### src/rtl/asdf_pkg.sv
package asdf_pkg;

   localparam int INDEX_W  = 12;
   localparam int FIELD_W  = 24;
   localparam int DIST_W   = 26;
   localparam int CSR_W    = 26;
   localparam int CSR_IDX_W = 2;
   localparam int COUNT_W  = 7;

   localparam logic [DIST_W-1:0] DIST_MAX = {DIST_W{1'b1}};

   localparam logic [CSR_IDX_W-1:0] CSR_COLUMN_COUNT    = 2'd0;
   localparam logic [CSR_IDX_W-1:0] CSR_ROW_COUNT       = 2'd1;
   localparam logic [CSR_IDX_W-1:0] CSR_INITIAL_DISTANCE = 2'd2;

   localparam logic CMD_LOAD = 1'b0;
   localparam logic CMD_READ = 1'b1;

   typedef enum logic [2:0] {
      PH_IDLE,
      PH_COL_DOWN,
      PH_COL_UP,
      PH_ROW_FWD,
      PH_ROW_BACK
   } phase_type;

   typedef enum logic [3:0] {
      ST_IDLE,
      ST_VISIT_RD,
      ST_VISIT_OB,
      ST_VISIT_DIFF,
      ST_SQUARE,
      ST_SQRT_INIT,
      ST_SQRT,
      ST_UPDATE,
      ST_ADVANCE,
      ST_EXEC,
      ST_CLEAR,
      ST_READ
   } ctl_state_type;

   typedef struct packed {
      logic                     command;
      logic [INDEX_W-1:0]       cell_index;
      logic                     blocked;
      logic signed [FIELD_W-1:0] pos_x;
      logic signed [FIELD_W-1:0] pos_y;
      logic signed [FIELD_W-1:0] pos_z;
      logic                     last_cell;
   } req_type;

   typedef struct packed {
      logic latch;
      logic rd_cell;
      logic ob;
      logic diff;
      logic sq_run;
      logic sqrt_init;
      logic sqrt_run;
      logic upd;
      logic adv;
      logic load;
      logic clear;
      logic rsp_load;
   } dp_cmd_type;

   typedef struct packed {
      logic scanning;
      logic is_read;
      logic start;
      logic seen_next;
      logic sq_done;
      logic sqrt_done;
      logic clear_done;
      logic rsp_pending;
   } dp_status_type;

endpackage

### src/rtl/asdf_controller.sv
module asdf_controller (
   input  logic                     clock,
   input  logic                     reset,
   input  logic                     req_valid,
   output logic                     req_ready,
   output asdf_pkg::dp_cmd_type     cmd,
   input  asdf_pkg::dp_status_type  status
);

   asdf_pkg::ctl_state_type state_ff, state_in;

   always_ff @(posedge clock) begin
      if (reset) begin
         state_ff <= asdf_pkg::ST_IDLE;
      end else begin
         state_ff <= state_in;
      end
   end

   always_comb begin
      state_in  = state_ff;
      cmd       = '0;
      req_ready = 1'b0;
      unique case (state_ff)
         asdf_pkg::ST_IDLE: begin
            req_ready = !status.rsp_pending;
            if (req_valid && !status.rsp_pending) begin
               cmd.latch = 1'b1;
               state_in  = status.scanning ? asdf_pkg::ST_VISIT_RD : asdf_pkg::ST_EXEC;
            end
         end
         asdf_pkg::ST_VISIT_RD: begin
            cmd.rd_cell = 1'b1;
            state_in    = asdf_pkg::ST_VISIT_OB;
         end
         asdf_pkg::ST_VISIT_OB: begin
            cmd.ob   = 1'b1;
            state_in = status.seen_next ? asdf_pkg::ST_VISIT_DIFF : asdf_pkg::ST_ADVANCE;
         end
         asdf_pkg::ST_VISIT_DIFF: begin
            cmd.diff = 1'b1;
            state_in = asdf_pkg::ST_SQUARE;
         end
         asdf_pkg::ST_SQUARE: begin
            cmd.sq_run = 1'b1;
            if (status.sq_done) begin
               state_in = asdf_pkg::ST_SQRT_INIT;
            end
         end
         asdf_pkg::ST_SQRT_INIT: begin
            cmd.sqrt_init = 1'b1;
            state_in      = asdf_pkg::ST_SQRT;
         end
         asdf_pkg::ST_SQRT: begin
            cmd.sqrt_run = 1'b1;
            if (status.sqrt_done) begin
               state_in = asdf_pkg::ST_UPDATE;
            end
         end
         asdf_pkg::ST_UPDATE: begin
            cmd.upd  = 1'b1;
            state_in = asdf_pkg::ST_ADVANCE;
         end
         asdf_pkg::ST_ADVANCE: begin
            cmd.adv  = 1'b1;
            state_in = asdf_pkg::ST_EXEC;
         end
         asdf_pkg::ST_EXEC: begin
            if (status.is_read) begin
               state_in = asdf_pkg::ST_READ;
            end else begin
               cmd.load = 1'b1;
               state_in = status.start ? asdf_pkg::ST_CLEAR : asdf_pkg::ST_IDLE;
            end
         end
         asdf_pkg::ST_CLEAR: begin
            cmd.clear = 1'b1;
            if (status.clear_done) begin
               state_in = asdf_pkg::ST_IDLE;
            end
         end
         asdf_pkg::ST_READ: begin
            cmd.rsp_load = 1'b1;
            state_in     = asdf_pkg::ST_IDLE;
         end
         default: state_in = asdf_pkg::ST_IDLE;
      endcase
   end

endmodule
### config.mk
export PLATFORM = sky130hd
export DESIGN_NAME = asdf_controller
export DESIGN_NICKNAME = d
export VERILOG_FILES = /design/src/rtl/asdf_pkg.sv /design/src/rtl/asdf_controller.sv
export SDC_FILE = /design/constraint.sdc
export NUM_CORES = 1
export LEC_CHECK = 0
export BUFFER_PORTS_ARGS = -buffer_cell sky130_fd_sc_hd__buf_2
export CORE_AREA = 5 5 42 44
export CTS_CLUSTER_SIZE = 12
export DETAILED_ROUTE_END_ITERATION = 12
export DIE_AREA = 0 0 47 49
export GPL_TIMING_DRIVEN = 0
export PLACE_DENSITY = 0.56
export SLEW_MARGIN = 15
export SYNTH_ARGS = -nofsm -noshare
export SYNTH_HDL_FRONTEND = slang
export SYNTH_SLANG_ARGS = --single-unit
### constraint.sdc
create_clock -name clock -period 2.01 [get_ports clock]
set_clock_uncertainty 0.15 [all_clocks]
set_input_delay 0.3015 -clock clock [delete_from_list [all_inputs] [get_ports clock]]
set_output_delay 0.3015 -clock clock [all_outputs]
set_load 0.05 [all_outputs]
==> impl_metrics.py, run 1 <==
metrics = {
    "clock_tree": {
        "clkTransAtPathRegs_ns": 0.04,
        "ctsHtreeMaxLevel": 1,
        "cts_inserted_buffers": 3,
        "cts_buffer_depth": 2,
        "root_buffer": "clkbuf_4",
        "cts_tree": "yes",
        "clkLatencyLatePin_ns": 0.23,
        "clock-sinks": 4,
    },
    "cells_and_area": {
        "largest_register_ffs": 4,
        "reg_top3": "state_ff: 4 flops",
        "regMostFlops": "state_ff",
        "drive_gt1_share_pct": 40.7,
        "instances_no_fill": 107,
        "areaGrowthSynthToFinish_pct": 43.4,
        "nNetsFinal": 104,
        "diodes": 0,
        "final_cell_mix": "buf_2, nor2_1, nand2_1",
        "layout_commonest_cell": "buf_2",
    },
    "timing": {
        "rsz0062_at_grt": "no",
        "period_share_pct": 93.3,
        "fin_setup_tns_ns": 0,
        "slew_headroom_pct": 79.3,
        "hold_viol_final": 0,
        "fmax_mhz": 533,
        "finalSetupViolCount": 0,
        "fin_crit_ns": 1.88,
        "tightest_slew_ns": 0.311,
        "final-max-slew-violation-count": 0,
    },
    "floorplanning": {
        "ioPinCount": 24,
        "die_h_um": 49,
        "dieArea_um2": 2300,
        "rows": 14,
        "die_w_um": 47,
        "start_util_pct": 29.6,
        "core-area_um2": 1400,
    },
    "global_routing": {
        "grt_use_met3_pct": 5.54,
        "grt_max_degree": 11,
        "antenna_found_initial": 0,
        "globalRouteMet1Util_pct": 15.9,
        "first_global_vias": 482,
        "busiest_layer": "met2",
        "gr-usage-all-layers_pct": 11.6,
        "grtUsageMet2_pct": 16.7,
        "grt.overflow.total": 0,
        "grt_pass1_wl_mm": 2.01,
    },
    "drt": {
        "vias": 542,
        "dr.first_iter.drc_count": 12,
        "via_per_inst": 5.07,
        "drc": 0,
        "wl_per_cell_um": 11.7,
        "wirelength_mm": 1.26,
        "drtAntennaViolNets": 0,
        "drtPass1Iterations": 4,
    },
    "power": {
        "p_int_mw": 0.352,
        "combPwrFrac_pct": 69.7,
        "p_per_area_nw_per_um2": 1350,
        "switching_share_pct": 56.4,
        "ir_drop_mv": 0.436,
        "seq_power_share_pct": 18.1,
        "p_clk_share_pct": 12.2,
        "power_leakage_nw": 0.294,
        "power.switching_mw": 0.455,
    },
    "setup_path": {
        "max_stage_delay_ns": 0.49,
        "worst_setup_path_start_kind": "flip-flop",
        "crit_fanout": 10,
        "cp-end-kind": "output pin",
        "cpMaxStageDelayCell": "dfxtp_1",
        "crit_chain": "buf_4 > nand2_1 > nor3_2 > buf_2",
        "critPathKind": "reg -> out",
        "crit_family": "buffers and inverters",
        "required_ns": 1.56,
        "worstPathArrival_ns": 1.42,
        "path_buf_inv": 2,
    },
    "flow_run": {
        "drv_cap": 0,
    },
    "synth": {
        "synth_edf_count": 0,
        "synthesis.area_um2": 415,
        "synth_cells": 65,
        "async_reset_ff_share_pct": 0,
        "syn_avg_cell_area_um2": 6.39,
        "ys_warn_count": 0,
        "ys_seq_area_share_pct": 19.3,
        "synth_fp_nets": 76,
        "postSynthRegisterBits": 4,
        "ys_types": 23,
        "ys.flop_type": "dfxtp_1",
    },
    "worst_hold_path": {
        "holdCritPathClass": "in -> reg",
    },
    "placed_design": {
        "hpwl_um": 946,
        "place.gp.congestion": 0.754,
        "io_buffers": 23,
        "place_inst": 104,
    },
    "outcome": {
        "status": "completed",
    },
}
[cell usage after synthesis, types with 3 or more instances]
cell type	count	share of area (%)
a21oi_1	3	3.6
a31oi_1	3	4.5
buf_4	3	5.4
dfxtp_1	4	19
nand2_1	8	7.2
nand2b_1	3	4.5
nor2_1	12	11
nor3_1	6	7.2
o21ai_0	3	3.6
[repair_timing]
item / 4_1_cts / 5_1_grt
buffers inserted: 0 / 0
resized for setup: 0 / 1
endpoints found under the hold margin: 0 / 0
setup endpoints to repair: 0 / 1
hold buffers: 0 / 0
[worst paths after layout]
check	startpoint	to	slack, ns	cells past startpoint
min reg2reg	state_ff[1]	state_ff[0]	0.52	3
max reg2reg	state_ff[3]	state_ff[3]	0.57	4
max	state_ff[3]	cmd[2]	0.13	4
min	reset	state_ff[1]	0.13	2
[layout make-up]
class	count	area, µm²
Clock buffer	3	22.5
Fill cell	162	806
Tap cell	16	20.0
Sequential cell	4	80.1
Multi-Input combinational cell	55	314
Buffer	4	33.8
Inverter	2	7.51
Timing Repair Buffer	23	118
[cells by family (layout without fill, tap and decap cells)]
group | count (synthesis) | after routing | share of synthesized area [%]
buffers and inverters | 6 | 32 | 9.94
and+or+nand+nor | 39 | 39 | 45.2
AOI/OAI and AO/OA | 15 | 15 | 23.5
DFF | 4 | 4 | 19.3
xor gates and xnor gates | 1 | 1 | 2.11
[power by group through the flow]
stage	sequential, mW	clock [mW]	combinational [mW]
global placement	0.149	0	0.564
finish	0.146	0.0985	0.562
floorplan	0.133	0	0.459
detailed placement	0.146	0	0.563
global route	0.152	0.112	0.610
CTS	0.145	0.104	0.565
[metal layers]
layer	up-vias	part of all wire [%]
met5	-	0
met4	0	0
met3	0	7.1
met2	18	47
met1	246	46
li1	278	-
[metrics by stage]
stage	setup WS [ns]	hold WS (ns)	instance area, µm²	total power, mW	utilization, %
after floorplan	0.191	0.221	435	0.593	-
after global placement	0.379	0.373	571	0.713	40.7
after detailed placement	0.383	0.372	571	0.709	40.7
after CTS	0.126	0.123	593	0.814	42.3
after global routing	0.00970	0.124	596	0.874	42.5
final	0.135	0.132	596	0.807	42.5
(Power assumes the default switching activity.)
==> run 2: changes to the inputs <==
Settings changed: ABC_AREA set to 1, MAX_ROUTING_LAYER set to met4, PLACE_DENSITY 0.56 to 0.55.
==> impl_metrics.py, run 2 <==
metrics = {
    "outcome": {
        "status": "completed",
    },
    "clock_tree": {
        "cts_tree": "yes",
        "clkTransAtPathRegs_ns": 0.04,
        "clock-sinks": 4,
        "post_cts_buffers": 0,
        "ctsHoldBuffers": 0,
        "cts_resized": 0,
        "cts_buffer_depth": 2,
        "cts_inserted_buffers": 3,
        "root_buffer": "clkbuf_4",
        "clkLatencyLatePin_ns": 0.23,
        "ctsHtreeMaxLevel": 1,
    },
    "timing": {
        "finalSetupViolCount": 0,
        "fmax_mhz": 536,
        "rsz0062_at_grt": "no",
        "period_share_pct": 92.8,
        "hold_viol_final": 0,
        "tightest_slew_ns": 0.305,
        "fin_crit_ns": 1.86,
        "slew_headroom_pct": 79.6,
        "final-max-slew-violation-count": 0,
        "fin_setup_tns_ns": 0,
    },
    "setup_path": {
        "reg2reg_depth": 6,
        "crit_family": "simple AND/OR/NAND/NOR gates",
        "max_stage_delay_ns": 0.35,
        "endpoint": "cmd[8]",
        "cpMaxStageDelayCell": "dfxtp_1",
        "crit_fanout": 6,
        "startpoint": "state_ff[2]",
        "r2r_slack_ns": 0.55,
        "worst_setup_path_start_kind": "flip-flop",
        "worstPathArrival_ns": 1.41,
        "required_ns": 1.56,
        "path_depth": 4,
        "crit_chain": "nor2_1 > inv_1 > nor2_1 > buf_2",
        "r2r_end": "state_ff[0]",
        "cp-end-kind": "output pin",
        "path_buf_inv": 2,
        "critPathKind": "reg -> out",
        "rr_startpoint": "state_ff[1]",
        "cpMostUsedCell": "nor2_1",
    },
    "power": {
        "p_int_mw": 0.272,
        "power.switching_mw": 0.327,
        "power_leakage_nw": 0.349,
        "finalPower_mw": 0.599,
        "ir_drop_mv": 0.441,
        "combPwrFrac_pct": 62.7,
        "switching_share_pct": 54.6,
        "p_clk_share_pct": 16.0,
        "seq_power_share_pct": 21.2,
        "p_per_area_nw_per_um2": 1070,
    },
    "synth": {
        "synth_most_common_cell": "nor2_1",
        "synth_edf_count": 0,
        "synthTopCellsByCount": "nor2_1, nand2_1, inv_1",
        "ys_types": 16,
        "synthesis.area_um2": 400,
        "synth_area_leaders": "dfxtp_1, nor2_1, nand2_1, inv_1, nand3_1",
        "postSynthRegisterBits": 4,
        "syn_avg_cell_area_um2": 5.20,
        "ys.flop_type": "dfxtp_1",
        "async_reset_ff_share_pct": 0,
        "ys_seq_area_share_pct": 20.0,
        "synth_cells": 77,
        "yosysTopAreaCell": "dfxtp_1",
        "synth_top_area_share_pct": 20.0,
        "ys_warn_count": 0,
        "synth_fp_nets": 88,
    },
    "floorplanning": {
        "die_h_um": 49,
        "ioPinCount": 24,
        "core-area_um2": 1400,
        "rows": 14,
        "dieArea_um2": 2300,
        "start_util_pct": 28.6,
        "die_w_um": 47,
    },
    "cells_and_area": {
        "diodes": 0,
        "largest_register_ffs": 4,
        "regMostFlops": "state_ff",
        "areaGrowthSynthToFinish_pct": 39.4,
        "seq_area_um2": 80.1,
        "final_cell_mix": "buf_2, nor2_1, nand2_1, inv_1, nand3_1",
        "reg_top3": "state_ff: 4 flops",
        "multi_input_area_um2": 256,
        "layout_commonest_cell": "buf_2",
        "nNetsFinal": 116,
        "num-fill-cells": 190,
        "drive_gt1_share_pct": 34.0,
    },
    "drt": {
        "vias": 526,
        "wirelength_mm": 1.06,
        "drc": 0,
        "drtPass1Iterations": 4,
        "drtAntennaViolNets": 0,
        "dr.first_iter.drc_count": 8,
        "wl_per_cell_um": 8.91,
        "via_per_inst": 4.42,
    },
    "global_routing": {
        "grtUsageMet2_pct": 16.5,
        "globalRouteMet1Util_pct": 13.7,
        "grt_use_met3_pct": 1.11,
        "grt_max_degree": 7,
        "antenna_found_initial": 0,
        "grt.overflow.total": 0,
        "busiest_layer": "met2",
        "grt_pass1_wl_mm": 1.86,
        "first_global_vias": 494,
        "gr-usage-all-layers_pct": 10.8,
    },
    "placed_design": {
        "io_buffers": 23,
        "place.gp.congestion": 0.755,
        "hpwl_um": 930,
    },
    "flow_run": {
        "drv_cap": 0,
    },
    "worst_hold_path": {
        "holdCritPathClass": "in -> reg",
    },
}
==> run 2: cell types whose count changed in the layout (fill, tap and decap cells not counted), moves of 3 or more <==
cell	delta
a31oi_1	-3
buf_4	-3
inv_1	+12
inv_2	+3
nand2_1	+10
nand2b_1	-3
nand3_1	+3
nor2_1	+7
nor3_2	-4
==> run 2: power by group through the flow <==
stage               Sequential, mW  Combinational, mW  Clock, mW
finish                       0.127              0.376     0.0962
global route                 0.131              0.422      0.105
CTS                          0.127              0.380      0.103
detailed placement           0.129              0.379          0
global placement             0.128              0.380          0
floorplan                    0.123              0.302          0
==> run 2: cells by family (layout without fill, tap and decap cells) <==
kind of cell           Yosys count  count (layout)  synth area share (%)
AO/OA/AOI/OAI                    8               8                  12.5
buffers and inverters           17              43                  15.9
AND/OR/NAND/NOR                 48              48                  51.6
flip-flops                       4               4                  20.0
==> run 2: worst min path at each step <==
stage               start          end  slack (ns)  cells past startpoint
finish              reset  state_ff[1]        0.13                      2
global route        reset  state_ff[1]        0.14                      2
CTS                 reset  state_ff[1]        0.12                      2
detailed placement  reset  state_ff[1]        0.37                      2
global placement    reset  state_ff[1]        0.37                      2
floorplan           reset  state_ff[1]        0.21                      1
==> run 2: final cells by class <==
cell class	count	share of cell area, %
timing repair buffer	23	20.6
inverter	17	11.4
tap	16	3.59
sequential	4	14.3
multi-input combinational	56	46.0
clock buffer	3	4.04
==> run 2: layer usage <==
layer  vias up  part of all wire (%)
met5         -                     0
met2        14                    51
li1        286                     -
met3         0                   7.0
met4         0                     0
met1       226                    42
==> run 2: metrics by stage <==
step	instances	hold WS (ns)	worst slack, ns	utilization, %	instance area, µm²
2_1_floorplan	77	0.214	0.167	-	400
6_report	119	0.131	0.145	39.8	558
5_1_grt	119	0.138	0.0303	39.8	558
4_1_cts	119	0.121	0.134	39.8	558
3_5_place_dp	116	0.370	0.394	38.2	536
3_3_place_gp	116	0.370	0.387	38.2	536
